[src/rtl/core/brb_pkg.sv]
// ----------------------------------------------------------------------------
// brb_pkg
// Shared types and constants of the byte ring buffer: operation and status
// codes, field widths and the result record passed to the output stage.
// ----------------------------------------------------------------------------
package brb_pkg;

  // fixed field widths of the stream words
  localparam int unsigned OpW     = 3;
  localparam int unsigned ByteW   = 8;
  localparam int unsigned OffW    = 12;
  localparam int unsigned CountW  = 13;
  localparam int unsigned StatusW = 2;

  // packed stream word widths
  localparam int unsigned InDataW  = 40;
  localparam int unsigned OutDataW = 64;

  // operation codes
  typedef enum logic [OpW-1:0] {
    OP_ENQUEUE = 3'd0,
    OP_PEEK    = 3'd1,
    OP_DEQUEUE = 3'd2,
    OP_STAGED  = 3'd3,
    OP_COMMIT  = 3'd4,
    OP_CLEAR   = 3'd5
  } op_e;

  // status codes
  typedef enum logic [StatusW-1:0] {
    ST_OK      = 2'd0,
    ST_FULL    = 2'd1,
    ST_RANGE   = 2'd2,
    ST_CLAMPED = 2'd3
  } status_e;

  // one finished result, minus the store read data
  typedef struct packed {
    logic                is_peek;
    logic [CountW-1:0]   done_count;
    logic [CountW-1:0]   fill_level;
    logic [CountW-1:0]   direct_enqueue;
    logic [CountW-1:0]   direct_dequeue;
    status_e             status;
  } result_t;

endpackage

[src/rtl/core/brb_out.sv]
// ----------------------------------------------------------------------------
// brb_out
// Two result stages: the first one lines up with the store read data, the
// second one is the output register that holds a word while the sink stalls.
// ----------------------------------------------------------------------------
module brb_out (
  input  logic                             clk_i,
  input  logic                             rst_ni,
  input  logic                             fire_i,
  input  brb_pkg::result_t                 result_i,
  input  logic [brb_pkg::ByteW-1:0]        rdata_i,
  output logic                             ready_o,
  output logic                             m_valid_o,
  input  logic                             m_ready_i,
  output logic [brb_pkg::ByteW-1:0]        read_byte_o,
  output brb_pkg::result_t                 result_o
);

  import brb_pkg::*;

  logic             a_valid_q, a_valid_d;
  result_t          a_res_q;
  logic             b_valid_q, b_valid_d;
  result_t          b_res_q;
  logic [ByteW-1:0] b_byte_q;
  logic             a_move;

  // the first stage moves on when the output register is free or taken
  assign a_move  = a_valid_q & (~b_valid_q | m_ready_i);
  assign ready_o = ~a_valid_q | a_move;

  // valid flags
  always_comb begin
    a_valid_d = a_valid_q;
    if (fire_i) begin
      a_valid_d = 1'b1;
    end else if (a_move) begin
      a_valid_d = 1'b0;
    end
    b_valid_d = b_valid_q;
    if (a_move) begin
      b_valid_d = 1'b1;
    end else if (m_ready_i) begin
      b_valid_d = 1'b0;
    end
  end

  always_ff @(posedge clk_i or negedge rst_ni) begin
    if (!rst_ni) begin
      a_valid_q <= 1'b0;
      b_valid_q <= 1'b0;
    end else begin
      a_valid_q <= a_valid_d;
      b_valid_q <= b_valid_d;
    end
  end

  // payload registers
  always_ff @(posedge clk_i) begin
    if (fire_i) begin
      a_res_q <= result_i;
    end
    if (a_move) begin
      b_res_q  <= a_res_q;
      b_byte_q <= a_res_q.is_peek ? rdata_i : '0;
    end
  end

  assign m_valid_o   = b_valid_q;
  assign read_byte_o = b_byte_q;
  assign result_o    = b_res_q;

endmodule

[config.mk]
export PLATFORM = sky130hd
export DESIGN_NAME = brb_out
export DESIGN_NICKNAME = d
export VERILOG_FILES = /design/src/rtl/core/brb_pkg.sv /design/src/rtl/core/brb_out.sv
export SDC_FILE = /design/constraint.sdc
export NUM_CORES = 1
export LEC_CHECK = 0
export ABC_AREA = 1
export BUFFER_PORTS_ARGS = -buffer_cell sky130_fd_sc_hd__buf_2
export CAP_MARGIN = 30
export CORE_ASPECT_RATIO = 0.7
export CORE_UTILIZATION = 44
export DETAILED_ROUTE_END_ITERATION = 8
export GPL_TIMING_DRIVEN = 0
export MAX_ROUTING_LAYER = met4
export PLACE_DENSITY = 0.8
export SYNTH_ARGS = -nofsm -noshare
export SYNTH_HDL_FRONTEND = slang
export SYNTH_SLANG_ARGS = --single-unit
export TNS_END_PERCENT = 5
[constraint.sdc]
create_clock -name clk_i -period 4.3 [get_ports clk_i]
set_clock_uncertainty 0.1 [all_clocks]
set_input_delay 0.215 -clock clk_i [delete_from_list [all_inputs] [get_ports clk_i]]
set_output_delay 0.215 -clock clk_i [all_outputs]
set_load 0.02 [all_outputs]
==> metrics.yaml <==
routing:
  vias_per_cell: 4.43
  dr_wl_met2_um: 3640
  wl_per_cell_um: 15.2
  dr.first_iter.drc_count: 161
  antenna_left: 0
  drtPass1Iterations: 6
  remaining_drc_errors: 13
  num_vias: 2103
  top_layer: "met4"
  wl_met1_um: 2860
  wirelength_um: 7230
  wl_met3_um: 655
power_and_ir_drop:
  fin_total_pwr_mw: 2.90
  vdd_ir_drop_max_v: 0.000482
  p_leak_nw: 2.34
  powerDensity_nw_per_um2: 508
die:
  initial_core_util_pct: 46.1
  rows: 27
  core-area_um2: 8010
  die-area_um2: 8760
  pin_count: 132
  fp.dieH_um: 78.6
  die_w_um: 111
yosys:
  syn_avg_cell_area_um2: 25.5
  synth-seq-area-share_pct: 97.4
  synth_cells: 145
  synth_area_um2: 3690
  syn_nets: 212
  synth_warnings: 0
  synth_cell_types: 7
  synth_seq_cells: 120
grt:
  grtUsageTotal_pct: 18.3
  grt_max_degree: 33
  grt_pass1_wl_um: 11000
  grt_overflow: 0
  antenna_found_initial: 0
  grt_pass1_vias: 2220
worst_setup_path:
  slowest_delay_ns: 0.45
  cp-end-kind: "primary output"
  critPathMaxFanout: 4
  crit_chain: "nand3_1 -> buf_2"
  critPathBufInv: 1
  cp-start-kind: "flop"
  required_ns: 3.98
  cp_top_family: "flip-flops"
  worstPathArrival_ns: 1.17
  crit_path_top_delay_cell: "dfrtp_1"
  critPathKind: "flop to primary output"
sta:
  fin_hold_ws_ns: 0.0245
  min_period_over_period_pct: 34.6
  finalMaxSlewViolations: 0
  setup-tns-final_ns: 0
  grt_setup_unrepaired: "no"
  finalWorstSetupSlack_ns: 2.81
  setup_violations: 0
  timing.slew.headroom_pct: 53.9
  period_needed_ns: 1.49
  finalHoldViolCount: 0
  tightest_slew_ns: 0.691
  fmax_ghz: 0.672
outcome:
  outcome: "finished, violations left"
  violations: "DRC"
layout:
  layout_commonest_cell: "buf_2"
  layout_common_cells: "buf_2, edfxtp_1, dlygate4sd3_1, clkbuf_16"
  drive_gt1_share_pct: 42.8
  antenna_cells: 0
  area_delta_synth_final_pct: 54.5
  fin_nets: 429
  post-route-util_pct: 71.2
  fill_cells: 492
cts:
  cts_tree: "done"
  post_cts_resized: 0
  clock-root-buffer: "clkbuf_16"
  numClockSinks: 120
  postCtsSetupRepairBufs: 0
  clk_path_buf_depth: 2
  cts_buffers: 17
  clkTransAtPathRegs_ns: 0.05
  htreeDepth: 4
  clk-insertion-delay-late_ns: 0.40
  hold_buffers: 64
place:
  place_ws_ns: 2.84
  io_buffers: 131
  hpwl_um: 4120
  gp_congestion: 0.721
run:
  drv_cap: 0
hold_path:
  hold_path.class: "input pin to asynchronous set/reset pin"
[area by class of cell]
| cell class | count | area (um2) | share of cell area [%] |
|---|---|---|---|
| inverter | 11 | 41.3 | 0.724 |
| tap | 101 | 126 | 2.22 |
| clock buffer | 17 | 425 | 7.46 |
| buffer | 1 | 5.00 | 0.0878 |
| clock inverter | 14 | 91.3 | 1.60 |
| multi-input combinational | 13 | 62.6 | 1.10 |
| timing repair buffer | 198 | 1360 | 23.8 |
| sequential | 120 | 3590 | 63.0 |
[path summary, 6_finish.rpt]
path	from	end	slack (ns)	cells past startpoint
max	m_valid_o	ready_o	2.81	2
min	rst_ni	m_valid_o	0.02	2
max reg2reg	m_valid_o	result_o[53]	2.91	2
min reg2reg	a_res_q[49]	result_o[49]	0.31	0
max in group asynchronous	rst_ni	a_valid_q	3.98	2
min in group clk_i	m_ready_i	m_valid_o	0.08	4
[stage by stage]
stage / instances / instance area, um2
after floorplan: 145 / 3690
after global placement: 377 / 4470
after detailed placement: 380 / 4540
after CTS: 475 / 5700
after global routing: 475 / 5700
final: 475 / 5700
[state kept, by name (all words and copies together), names as in the netlist]
name,flops
a_res_q,55
result_o,55
read_byte_o,8
a_valid_q,1
m_valid_o,1
[layer usage]
metal	track usage, %	vias to the layer above
met4	7.70	0
met2	30.3	116
li1	-	991
met5	-	-
met3	7.88	10
met1	19.5	986
[kinds of logic after synthesis]
group,share of synthesized area (%)
AOI/OAI and AO/OA,0.135
DFF,97.4
buffers and inverters,1.25
and+or+nand+nor,1.25
[cells in the mapped netlist, drive strengths merged]
library cell | count | area share [%]
inv | 11 | 1.1
buf | 1 | 0.14
a21oi | 1 | 0.14
edfxtp | 118 | 96
dfrtp | 2 | 1.4
nand3 | 1 | 0.14
nand2 | 11 | 1.1
[worst register-to-register path: cells and delay by family, from the launching register on]
family                 cells  cell delay [ns]
DFF                        1             0.45
buffers and inverters      1             0.24
AOI/OAI and AO/OA          1             0.28
[where the power goes]
group,internal [mW],switching [mW]
registers,1.40,0.0245
logic,0.103,0.139
clock network,0.769,0.460
Power figures use the tool's default switching activity.
