<file path="config.mk">
export PLATFORM = sky130hd
export DESIGN_NAME = brb_ctrl
export DESIGN_NICKNAME = d
export VERILOG_FILES = /design/src/rtl/core/brb_pkg.sv /design/src/rtl/core/brb_ctrl.sv
export SDC_FILE = /design/constraint.sdc
export NUM_CORES = 1
export LEC_CHECK = 0
export ABC_AREA = 1
export BUFFER_PORTS_ARGS = -buffer_cell sky130_fd_sc_hd__buf_2
export CAP_MARGIN = 15
export CORE_ASPECT_RATIO = 2
export CORE_UTILIZATION = 28
export DETAILED_ROUTE_END_ITERATION = 6
export PLACE_DENSITY = 0.48
export SKIP_LAST_GASP = 1
export SLEW_MARGIN = 20
export SYNTH_ARGS = -nofsm -noshare
export SYNTH_HDL_FRONTEND = slang
export SYNTH_SLANG_ARGS = --single-unit
</file>
<file path="constraint.sdc">
create_clock -name clk_i -period 27.6 [get_ports clk_i]
set_input_delay 1.38 -clock clk_i [delete_from_list [all_inputs] [get_ports clk_i]]
set_output_delay 1.38 -clock clk_i [all_outputs]
set_load 0.03 [all_outputs]
</file>
<file path="src/rtl/core/brb_pkg.sv">
// ----------------------------------------------------------------------------
// brb_pkg
// Shared types and constants of the byte ring buffer: operation and status
// codes, field widths and the result record passed to the output stage.
// ----------------------------------------------------------------------------
package brb_pkg;

  // fixed field widths of the stream words
  localparam int unsigned OpW     = 3;
  localparam int unsigned ByteW   = 8;
  localparam int unsigned OffW    = 12;
  localparam int unsigned CountW  = 13;
  localparam int unsigned StatusW = 2;

  // packed stream word widths
  localparam int unsigned InDataW  = 40;
  localparam int unsigned OutDataW = 64;

  // operation codes
  typedef enum logic [OpW-1:0] {
    OP_ENQUEUE = 3'd0,
    OP_PEEK    = 3'd1,
    OP_DEQUEUE = 3'd2,
    OP_STAGED  = 3'd3,
    OP_COMMIT  = 3'd4,
    OP_CLEAR   = 3'd5
  } op_e;

  // status codes
  typedef enum logic [StatusW-1:0] {
    ST_OK      = 2'd0,
    ST_FULL    = 2'd1,
    ST_RANGE   = 2'd2,
    ST_CLAMPED = 2'd3
  } status_e;

  // one finished result, minus the store read data
  typedef struct packed {
    logic                is_peek;
    logic [CountW-1:0]   done_count;
    logic [CountW-1:0]   fill_level;
    logic [CountW-1:0]   direct_enqueue;
    logic [CountW-1:0]   direct_dequeue;
    status_e             status;
  } result_t;

endpackage

</file>
<file path="src/rtl/core/brb_ctrl.sv">
// ----------------------------------------------------------------------------
// brb_ctrl
// Ring state (read index, write index, fill count, capacity) and the single
// pass that executes one operation, drives the store and forms the result.
// ----------------------------------------------------------------------------
module brb_ctrl #(
  parameter int unsigned DEPTH = 4096
) (
  input  logic                           clk_i,
  input  logic                           rst_ni,
  input  logic                           cfg_we_i,
  input  logic [brb_pkg::CountW-1:0]     cfg_data_i,
  input  logic                           fire_i,
  input  logic [brb_pkg::OpW-1:0]        op_i,
  input  logic [brb_pkg::ByteW-1:0]      data_byte_i,
  input  logic [brb_pkg::OffW-1:0]       offset_i,
  input  logic [brb_pkg::CountW-1:0]     amount_i,
  output logic                           ram_we_o,
  output logic                           ram_re_o,
  output logic [$clog2(DEPTH)-1:0]       ram_addr_o,
  output logic [brb_pkg::ByteW-1:0]      ram_wdata_o,
  output brb_pkg::result_t               result_o
);

  import brb_pkg::*;

  localparam int unsigned IdxW = $clog2(DEPTH);
  localparam int unsigned CntW = $clog2(DEPTH + 1);
  localparam int unsigned CalcW = ((CntW > CountW) ? CntW : CountW) + 1;
  localparam logic [CalcW-1:0] DepthC = CalcW'(DEPTH);

  logic [IdxW-1:0] rd_q, rd_d;
  logic [IdxW-1:0] wr_q, wr_d;
  logic [CntW-1:0] fill_q, fill_d;
  logic [CntW-1:0] cap_q, cap_d;

  logic [CalcW-1:0] cap_c, fill_c, free_c, rd_c, wr_c, off_c, amt_c;
  logic [CalcW-1:0] cfg_c;
  logic [CalcW-1:0] wbase, wdist, wsum, wrapped;
  logic [CalcW-1:0] n_deq, n_com, fill_n, rd_n, wr_n, done_n;
  logic [CalcW-1:0] span_enq, span_deq;
  logic             deq_clamp, com_clamp;
  logic             ram_we, ram_re;
  status_e          status;
  op_e              op;

  assign op     = op_e'(op_i);
  assign cap_c  = CalcW'(cap_q);
  assign fill_c = CalcW'(fill_q);
  assign free_c = cap_c - fill_c;
  assign rd_c   = CalcW'(rd_q);
  assign wr_c   = CalcW'(wr_q);
  assign off_c  = CalcW'(offset_i);
  assign amt_c  = CalcW'(amount_i);
  assign cfg_c  = CalcW'(cfg_data_i);

  // clamped counts for dequeue and commit
  assign deq_clamp = amt_c > fill_c;
  assign com_clamp = amt_c > free_c;
  assign n_deq     = deq_clamp ? fill_c : amt_c;
  assign n_com     = com_clamp ? free_c : amt_c;

  // one shared wrap adder: base plus distance folded into the ring
  always_comb begin
    wbase = wr_c;
    wdist = {{(CalcW-1){1'b0}}, 1'b1};
    case (op)
      OP_PEEK:    begin wbase = rd_c; wdist = off_c; end
      OP_DEQUEUE: begin wbase = rd_c; wdist = n_deq; end
      OP_STAGED:  begin wbase = wr_c; wdist = off_c; end
      OP_COMMIT:  begin wbase = wr_c; wdist = n_com; end
      default:    begin wbase = wr_c; wdist = {{(CalcW-1){1'b0}}, 1'b1}; end
    endcase
  end

  assign wsum    = wbase + wdist;
  assign wrapped = (wsum >= cap_c) ? (wsum - cap_c) : wsum;

  // operation decode
  always_comb begin
    rd_n   = rd_c;
    wr_n   = wr_c;
    fill_n = fill_c;
    done_n = '0;
    status = ST_OK;
    ram_we = 1'b0;
    ram_re = 1'b0;
    unique case (op)
      OP_ENQUEUE: begin
        if (free_c == '0) begin
          status = ST_FULL;
        end else begin
          ram_we = 1'b1;
          wr_n   = wrapped;
          fill_n = fill_c + 1'b1;
          done_n = {{(CalcW-1){1'b0}}, 1'b1};
        end
      end
      OP_PEEK: begin
        if (off_c >= fill_c) begin
          status = ST_RANGE;
        end else begin
          ram_re = 1'b1;
        end
      end
      OP_DEQUEUE: begin
        rd_n   = wrapped;
        fill_n = fill_c - n_deq;
        done_n = n_deq;
        if (deq_clamp) begin
          status = ST_CLAMPED;
        end
      end
      OP_STAGED: begin
        if (off_c >= free_c) begin
          status = ST_RANGE;
        end else begin
          ram_we = 1'b1;
        end
      end
      OP_COMMIT: begin
        wr_n   = wrapped;
        fill_n = fill_c + n_com;
        done_n = n_com;
        if (com_clamp) begin
          status = ST_CLAMPED;
        end
      end
      OP_CLEAR: begin
        rd_n   = '0;
        wr_n   = '0;
        fill_n = '0;
      end
      default: begin
      end
    endcase
  end

  // contiguous spans after the operation
  always_comb begin
    if (wr_n > rd_n) begin
      span_enq = cap_c - wr_n;
      span_deq = wr_n - rd_n;
    end else if (wr_n < rd_n) begin
      span_enq = rd_n - wr_n;
      span_deq = cap_c - rd_n;
    end else if (fill_n == '0) begin
      span_enq = cap_c - wr_n;
      span_deq = '0;
    end else begin
      span_enq = '0;
      span_deq = cap_c - rd_n;
    end
  end

  // next state: a capacity write restarts the ring
  always_comb begin
    rd_d   = rd_q;
    wr_d   = wr_q;
    fill_d = fill_q;
    cap_d  = cap_q;
    if (cfg_we_i) begin
      rd_d   = '0;
      wr_d   = '0;
      fill_d = '0;
      if (cfg_c == '0) begin
        cap_d = {{(CntW-1){1'b0}}, 1'b1};
      end else if (cfg_c > DepthC) begin
        cap_d = CntW'(DEPTH);
      end else begin
        cap_d = cfg_c[CntW-1:0];
      end
    end else if (fire_i) begin
      rd_d   = rd_n[IdxW-1:0];
      wr_d   = wr_n[IdxW-1:0];
      fill_d = fill_n[CntW-1:0];
    end
  end

  // state registers
  always_ff @(posedge clk_i or negedge rst_ni) begin
    if (!rst_ni) begin
      rd_q   <= '0;
      wr_q   <= '0;
      fill_q <= '0;
      cap_q  <= CntW'(DEPTH);
    end else begin
      rd_q   <= rd_d;
      wr_q   <= wr_d;
      fill_q <= fill_d;
      cap_q  <= cap_d;
    end
  end

  // store access
  assign ram_we_o    = fire_i & ram_we;
  assign ram_re_o    = fire_i & ram_re;
  assign ram_addr_o  = wrapped[IdxW-1:0] & {IdxW{~(op == OP_ENQUEUE)}} |
                       wr_q & {IdxW{op == OP_ENQUEUE}};
  assign ram_wdata_o = data_byte_i;

  // result record; only an in-range peek returns store data
  assign result_o.is_peek        = ram_re;
  assign result_o.done_count     = done_n[CountW-1:0];
  assign result_o.fill_level     = fill_n[CountW-1:0];
  assign result_o.direct_enqueue = span_enq[CountW-1:0];
  assign result_o.direct_dequeue = span_deq[CountW-1:0];
  assign result_o.status         = status;

endmodule

</file>
==> results of run 1 <==
kinds of logic (layout without fill, tap and decap cells):
| family | Yosys count | count (layout) | share of synthesized area, % |
|---|---|---|---|
| adders and majority gates | 155 | 155 | 18.5 |
| DFF | 50 | 50 | 11.6 |
| xor gates and xnor gates | 79 | 79 | 6.39 |
| buffers and inverters | 309 | 398 | 11.6 |
| AOI/OAI and AO/OA | 336 | 336 | 18.2 |
| muxes | 11 | 11 | 1.14 |
| and+or+nand+nor | 810 | 810 | 32.7 |
| other | 0 | 1 | 0 |
worst max path at each step:
stage,start,to,slack (ns),cells after the start
detailed placement,fill_q[2],result_o[14],14.49,60
global placement,fill_q[2],result_o[14],14.41,58
CTS,fill_q[2],result_o[14],14.11,60
finish,fill_q[2],result_o[14],13.96,60
global route,fill_q[2],result_o[14],13.06,60
floorplan,fill_q[2],result_o[4],16.95,66
registers in the layout, summed over array words and instances, names as in the netlist:
name and cells:
rd_q 12, cap_q 13, wr_q 12, fill_q 13
stage by stage:
stage / instance area [um^2] / hold slack, ns
detailed placement: 11900 / 0.489
global route: 12000 / 0.519
floorplan: 10800 / 0.465
global placement: 11900 / 0.479
CTS: 12000 / 0.509
finish: 12000 / 0.509
power by group through the flow:
stage / Combinational (mW) / Sequential, mW / Clock [mW]
finish: 0.979 / 0.0905 / 0.0677
global placement: 0.980 / 0.0919 / 0
detailed placement: 0.974 / 0.0918 / 0
global route: 1.06 / 0.0911 / 0.0691
floorplan: 0.697 / 0.0856 / 0
CTS: 0.980 / 0.0904 / 0.0689
cell usage in the layout (no fill, tap or decap), types with 15 or more instances in the layout:
master,instances
sky130_fd_sc_hd__nor3_1,15
sky130_fd_sc_hd__nor2_1,105
sky130_fd_sc_hd__inv_1,254
sky130_fd_sc_hd__ha_1,147
sky130_fd_sc_hd__buf_2,113
sky130_fd_sc_hd__nand3_2,18
sky130_fd_sc_hd__xnor2_1,22
sky130_fd_sc_hd__o22ai_1,15
sky130_fd_sc_hd__nand2_1,499
sky130_fd_sc_hd__xor2_1,57
sky130_fd_sc_hd__nand4_1,30
sky130_fd_sc_hd__a21oi_1,104
sky130_fd_sc_hd__nand3_1,94
sky130_fd_sc_hd__o21ai_2,15
sky130_fd_sc_hd__a21o_1,16
sky130_fd_sc_hd__dfrtp_1,49
sky130_fd_sc_hd__o21ai_0,114
sky130_fd_sc_hd__buf_4,16
sky130_fd_sc_hd__o211ai_1,18
routing by layer:
layer  GRT usage (%)  share of wire [%]
met1            23.2                 32
met2            53.7                 55
met3            1.98                3.2
met4            24.4                9.9
met5               0              0.032
area by class of cell:
type                            instances  area share [%]
Antenna cell                            1          0.0208
Tap cell                              515            5.35
Inverter                              261            8.16
Sequential cell                        50            10.4
Multi-Input combinational cell       1391            69.2
Timing Repair Buffer                  129            5.69
Clock buffer                            7            1.18
Clock inverter                          1          0.0415
worst max-delay path, delay by kind of cell, from the launching register on:
family          cells  cell delay, ns
compound gates     16            3.97
xor+xnor            1            0.33
fa+ha+maj           5            1.94
buf+inv             9            1.54
flops               1            0.46
simple gates       29            3.67
==> impl_metrics.py, run 1 <==
metrics = {
    "setup_path": {
        "timing.rr.start": "fill_q[2]",
        "critical_path_class": "flop to output pin",
        "ff2ff_setup_slack_ns": 18.57,
        "critical-path-max-stage-delay_ns": 0.73,
        "reg2regPathDepth": 46,
        "critPathMaxFanout": 16,
        "critPathArrivalTime_ns": 12.26,
        "slowest_stage": "sky130_fd_sc_hd__a21oi_1",
        "timing.critical_path.to_type": "output pin",
        "startpoint_type": "flop",
        "critical-path-top-cell-by-count": "sky130_fd_sc_hd__nand2_1",
        "timing.critical_path.required_ns": 26.22,
        "critical_r2r_capture": "rd_q[8]",
    },
    "pwr": {
        "switching_share_pct": 64.7,
        "cell_internal_pwr_mw": 0.401,
        "cellLeakagePower_nw": 6.46,
        "post-layout-total-power_mw": 1.14,
        "pwr-share-clk_pct": 6.0,
        "vdd_drop_max_v": 0.000102,
        "p_per_area_nw_per_um2": 94.4,
        "p_comb_share_pct": 86.1,
        "power_frac_seq_pct": 8.0,
        "total_switching_power_mw": 0.736,
    },
    "detailed_routing": {
        "drt_pass1_iterations": 5,
        "first_iter_violations": 797,
        "wl_um": 52400,
        "ant_nets": 0,
        "drt_drc_violations_left": 0,
        "final_routed_wire_length_divided_by_cell_count_um": 22.3,
        "vias": 12300,
        "vias_per_cell": 5.23,
    },
    "global_route": {
        "antenna_found_initial": 1,
        "grt_pass1_wl_um": 77300,
        "global_route.overflow_total": 0,
        "grt_start_max_net_pins": 51,
        "first_global_vias": 12800,
        "grt_usage_pct": 26.9,
    },
    "final_layout": {
        "fillerInstances": 4315,
        "drive_gt1_share_pct": 11.9,
        "stdcell_count": 2355,
        "layout-area-overhead-vs-synth_pct": 11.3,
        "finalCoreUtilization_pct": 31.7,
        "ff_latch_area_um2": 1250,
        "finalNetCount": 2046,
        "multi_input_comb_area_um2": 8330,
    },
    "floorplanning": {
        "num_io_pins": 130,
        "dieWidth_um": 141,
        "die_y_um": 280,
        "core_area_um2": 38000,
        "initial_utilization_pct": 28.5,
        "number_of_placement_rows": 101,
        "fp.dieArea_um2": 39500,
    },
    "cts": {
        "cts_resized": 0,
        "clock_slew_at_reported_path_ffs_ns": 0.07,
        "clkLatencyLatePin_ns": 0.31,
        "ctsHoldBuffers": 0,
        "cts_tree": "built",
        "clockRootBuffer": "sky130_fd_sc_hd__clkbuf_16",
        "numCtsBuffers": 5,
        "cts_post_setup_buffers_inserted": 0,
        "ctsHtreeMaxLevel": 2,
        "numClockSinks": 50,
        "cts_buffer_depth": 2,
    },
    "place": {
        "place_hpwl_um": 44800,
        "place_inst": 2346,
        "routabilityCongestion": 1.00,
        "port-buffer-count": 113,
        "worst_slack_after_detailed_placement_ns": 14.49,
    },
    "synth": {
        "synth_async_sr_flop_share_pct": 100,
        "syn-num-nets": 1958,
        "post_synthesis_cells": 1750,
        "synth-warning-count": 0,
        "ys.flop_type": "sky130_fd_sc_hd__dfrtp_1",
        "synth_largest_area_cell": "sky130_fd_sc_hd__nand2_1",
        "synth_top_cells_by_area": "sky130_fd_sc_hd__nand2_1 (17%), sky130_fd_sc_hd__ha_1 (17%), sky130_fd_sc_hd__dfrtp_1 (11%), sky130_fd_sc_hd__inv_1 (8.8%), sky130_fd_sc_hd__o21ai_0 (5.3%)",
        "yosysTopAreaCellShare_pct": 17.3,
        "synth.most_common_cell": "sky130_fd_sc_hd__nand2_1",
        "synth_cell_types": 59,
        "synth.avg_cell_area_um2": 6.19,
        "synthesis.area_um2": 10800,
        "synth-seq-area-share_pct": 11.6,
        "ys_top_cells_by_count": "sky130_fd_sc_hd__nand2_1 (499), sky130_fd_sc_hd__inv_1 (254), sky130_fd_sc_hd__ha_1 (147)",
        "synth_seq_cells": 50,
        "number_of_synthesized_flops_with_an_enable_pin": 0,
    },
    "worst_hold_path": {
        "hold_depth": 2,
        "hold_path_end": "rd_q[3]",
        "hold_path.startpoint": "rd_q[3]",
        "hp-class": "flop to flop",
    },
    "timing": {
        "period_needed_ns": 13.64,
        "maxClockFrequency_mhz": 73.3,
        "setup_skew_ns": 0.0117,
        "setup_viol": 0,
        "final_hold_viol_count": 0,
        "setup_slack_after_layout_ns": 13.96,
        "rsz0062_at_grt": "false",
        "worst_pin_slew_ns": 1.00,
        "finalMaxSlewViolations": 0,
        "fin_crit_sh_pct": 49.4,
        "timing.slew.headroom_pct": 32.4,
        "tns_ns": 0,
    },
    "job": {
        "max_cap_violations": 0,
    },
    "run_status": {
        "status": "completed",
    },
}
(Power assumes the default switching activity.)
==> run 2, diff against run 1 <==
--- a/config.mk
+++ b/config.mk
@@ -5,13 +5,13 @@
 export SDC_FILE = /design/constraint.sdc
 export NUM_CORES = 1
 export LEC_CHECK = 0
-export ABC_AREA = 1
+export ABC_AREA = 0
 export BUFFER_PORTS_ARGS = -buffer_cell sky130_fd_sc_hd__buf_2
 export CAP_MARGIN = 15
 export CORE_ASPECT_RATIO = 2
 export CORE_UTILIZATION = 28
 export DETAILED_ROUTE_END_ITERATION = 6
-export PLACE_DENSITY = 0.48
+export PLACE_DENSITY = 0.5
 export SKIP_LAST_GASP = 1
 export SLEW_MARGIN = 20
 export SYNTH_ARGS = -nofsm -noshare
==> constraint.sdc (replaced) <==
create_clock -name clk_i -period 12.2 [get_ports clk_i]
set_input_delay 0.61 -clock clk_i [delete_from_list [all_inputs] [get_ports clk_i]]
set_output_delay 0.61 -clock clk_i [all_outputs]
set_load 0.03 [all_outputs]
==> run 2 against run 1 <==
  * Clock skew hardly changed
  * Hold slack worse by 0.10 ns
  * Largest cell class unchanged
  * Wire length is 4.8% lower
  * Utilization is 2.5 points higher
  * Sequential share of layout area is 0.55 points lower
  * Largest power group unchanged
  * Critical path type unchanged
  * Register-to-register slack worse by 15 ns
  * First-iteration DRC count is 33% lower
==> impl_metrics.py, run 2 <==
metrics = {
    "timing": {
        "setup_viol": 0,
        "period_needed_ns": 11.70,
        "final_hold_viol_count": 0,
        "timing.slew.headroom_pct": 24.9,
        "setup_skew_ns": 0.0121,
        "worst_pin_slew_ns": 1.12,
        "setup_slack_after_layout_ns": 0.498,
        "rsz0062_at_grt": "true",
        "maxClockFrequency_mhz": 85.5,
        "fin_hold_ws_ns": 0.406,
        "fin_crit_sh_pct": 95.9,
        "tns_ns": 0,
        "finalMaxSlewViolations": 0,
    },
    "setup_path": {
        "timing.rr.start": "cap_q[0]",
        "timing.critical_path.to_type": "output pin",
        "critical_path_class": "flop to output pin",
        "critical_path.top_delay_family": "compound AO/OA/AOI/OAI gates",
        "ff2ff_setup_slack_ns": 3.92,
        "critPathMaxFanout": 12,
        "reg2regPathDepth": 45,
        "timing.critical_path.required_ns": 11.59,
        "critical_r2r_capture": "rd_q[8]",
        "cp.depth": 56,
        "critPathArrivalTime_ns": 11.09,
        "critical-path-max-stage-delay_ns": 0.46,
        "path_buf_inv": 12,
        "startpoint_type": "flop",
        "slowest_stage": "sky130_fd_sc_hd__o32ai_1",
    },
    "final_layout": {
        "drive_gt1_share_pct": 22.6,
        "finalCoreUtilization_pct": 34.2,
        "stdcell_count": 1988,
        "layout.cells.most_common_list": "sky130_fd_sc_hd__ha_1 (142), sky130_fd_sc_hd__buf_4 (119), sky130_fd_sc_hd__buf_2 (100)",
        "regs_by_ff_count": "cap_q (13), fill_q (13)",
        "layout.cell_area.non_filler_um2": 12700,
        "layout-area-overhead-vs-synth_pct": 20.4,
        "layout.cells.most_common": "sky130_fd_sc_hd__ha_1",
        "finalNetCount": 1736,
        "antennaDiodeCount": 0,
    },
    "floorplanning": {
        "core_area_um2": 37200,
        "dieWidth_um": 139,
        "num_io_pins": 130,
        "initial_utilization_pct": 28.4,
        "number_of_placement_rows": 100,
        "die_y_um": 277,
        "fp.dieArea_um2": 38500,
    },
    "cts": {
        "clockRootBuffer": "sky130_fd_sc_hd__clkbuf_16",
        "ctsHoldBuffers": 0,
        "cts_tree": "built",
        "clock_slew_at_reported_path_ffs_ns": 0.08,
        "ctsHtreeMaxLevel": 2,
        "clkLatencyLatePin_ns": 0.32,
        "numCtsBuffers": 5,
        "numClockSinks": 50,
        "cts_buffer_depth": 2,
    },
    "synth": {
        "synth-seq-area-share_pct": 11.9,
        "synth.avg_cell_area_um2": 7.73,
        "synthesis.area_um2": 10600,
        "yosysTopAreaCellShare_pct": 17.4,
        "synth_async_sr_flop_share_pct": 100,
        "synth_cell_types": 88,
        "post_synthesis_cells": 1366,
        "ys_top_cells_by_count": "sky130_fd_sc_hd__ha_1 (147), sky130_fd_sc_hd__o21ai_0 (94), sky130_fd_sc_hd__nand2_1 (93)",
        "synth.most_common_cell": "sky130_fd_sc_hd__ha_1",
        "synth_largest_area_cell": "sky130_fd_sc_hd__ha_1",
        "syn-num-nets": 1574,
        "number_of_synthesized_flops_with_an_enable_pin": 0,
        "synth_top_cells_by_area": "sky130_fd_sc_hd__ha_1 (17%), sky130_fd_sc_hd__dfrtp_1 (12%), sky130_fd_sc_hd__xnor2_1 (4.6%), sky130_fd_sc_hd__o21ai_0 (4.5%), sky130_fd_sc_hd__a22o_1 (4.0%)",
        "synth_seq_cells": 50,
        "ys.flop_type": "sky130_fd_sc_hd__dfrtp_1",
        "synth-warning-count": 0,
    },
    "place": {
        "worst_slack_after_detailed_placement_ns": -0.347,
        "routabilityCongestion": 0.973,
        "port-buffer-count": 113,
        "place_inst": 1970,
        "place_hpwl_um": 41500,
        "postPlaceCellArea_um2": 12200,
    },
    "global_route": {
        "global_route.overflow_total": 0,
        "antenna_found_initial": 0,
        "grt_start_max_net_pins": 51,
        "grt_usage_pct": 25.9,
        "first_global_vias": 12000,
        "grt_pass1_wl_um": 74000,
    },
    "detailed_routing": {
        "drt_drc_violations_left": 0,
        "first_iter_violations": 532,
        "vias": 11500,
        "vias_per_cell": 5.81,
        "drt_pass1_iterations": 6,
        "ant_nets": 0,
        "final_routed_wire_length_divided_by_cell_count_um": 25.1,
        "wl_um": 49900,
    },
    "run_status": {
        "status": "completed",
    },
    "worst_hold_path": {
        "hp-class": "input pin to async pin",
    },
    "pwr": {
        "post-layout-total-power_mw": 2.76,
        "cellLeakagePower_nw": 5.91,
        "p_per_area_nw_per_um2": 217,
        "vdd_drop_max_v": 0.000299,
    },
    "job": {
        "max_cap_violations": 0,
    },
}
[run 2: what timing repair did]
item,4_1_cts,5_1_grt
gates cloned,0,0
buffers inserted,3,7
setup endpoints to repair,26,26
gates resized for setup,24,65
pin swaps,5,29
[run 2: worst max-delay path by stage]
stage | slack, ns | endpoint | start
after floorplan | 0.17 | result_o[27] | fill_q[0]
after global placement | -0.14 | result_o[26] | cap_q[0]
after detailed placement | -0.35 | result_o[20] | cap_q[0]
after CTS | -0.04 | result_o[14] | cap_q[0]
after global routing | -0.11 | result_o[20] | cap_q[0]
final | 0.50 | result_o[18] | cap_q[0]
[run 2: per-layer routing]
layer / part of all wire (%) / global-route usage (%) / routed length [um]
met5: 0 / 0 / 0
met4: 9.6 / 20.8 / 4790
met3: 3.7 / 2.78 / 1850
met2: 54 / 50.4 / 26700
met1: 33 / 24.0 / 16600
[run 2: worst register-to-register path: cells and delay by family (launching register included)]
family | cells | cell delay, ns
xor gates and xnor gates | 2 | 0.26
muxes | 2 | 0.61
buffers and inverters | 8 | 0.91
and+or+nand+nor | 10 | 1.31
adders and majority gates | 6 | 1.66
DFF | 1 | 0.39
AOI/OAI and AO/OA | 17 | 3.04
[run 2: cell families after synthesis]
group / Yosys count / synth area share, %
mux: 69 / 7.03
flops: 50 / 11.9
xor+xnor: 86 / 7.28
simple gates: 387 / 18.7
compound gates: 460 / 29.9
fa+ha+maj: 157 / 19.1
buf+inv: 157 / 6.09
[run 2: area by class of cell]
cell class	instances	area, um^2
multi-input combinational	1159	8940
timing repair buffer	225	1470
tap	459	574
inverter	87	327
clock inverter	3	28.8
fill	3997	24400
sequential	50	1250
clock buffer	5	125
[run 2: power by group]
group / switching [mW] / internal [mW] / leakage (nW) / total [mW]
Sequential: 0.0169 / 0.178 / 0.675 / 0.194
Combinational: 1.47 / 0.941 / 5.16 / 2.41
Clock: 0.0814 / 0.0792 / 0.0763 / 0.161
Total: 1.57 / 1.20 / 5.91 / 2.76
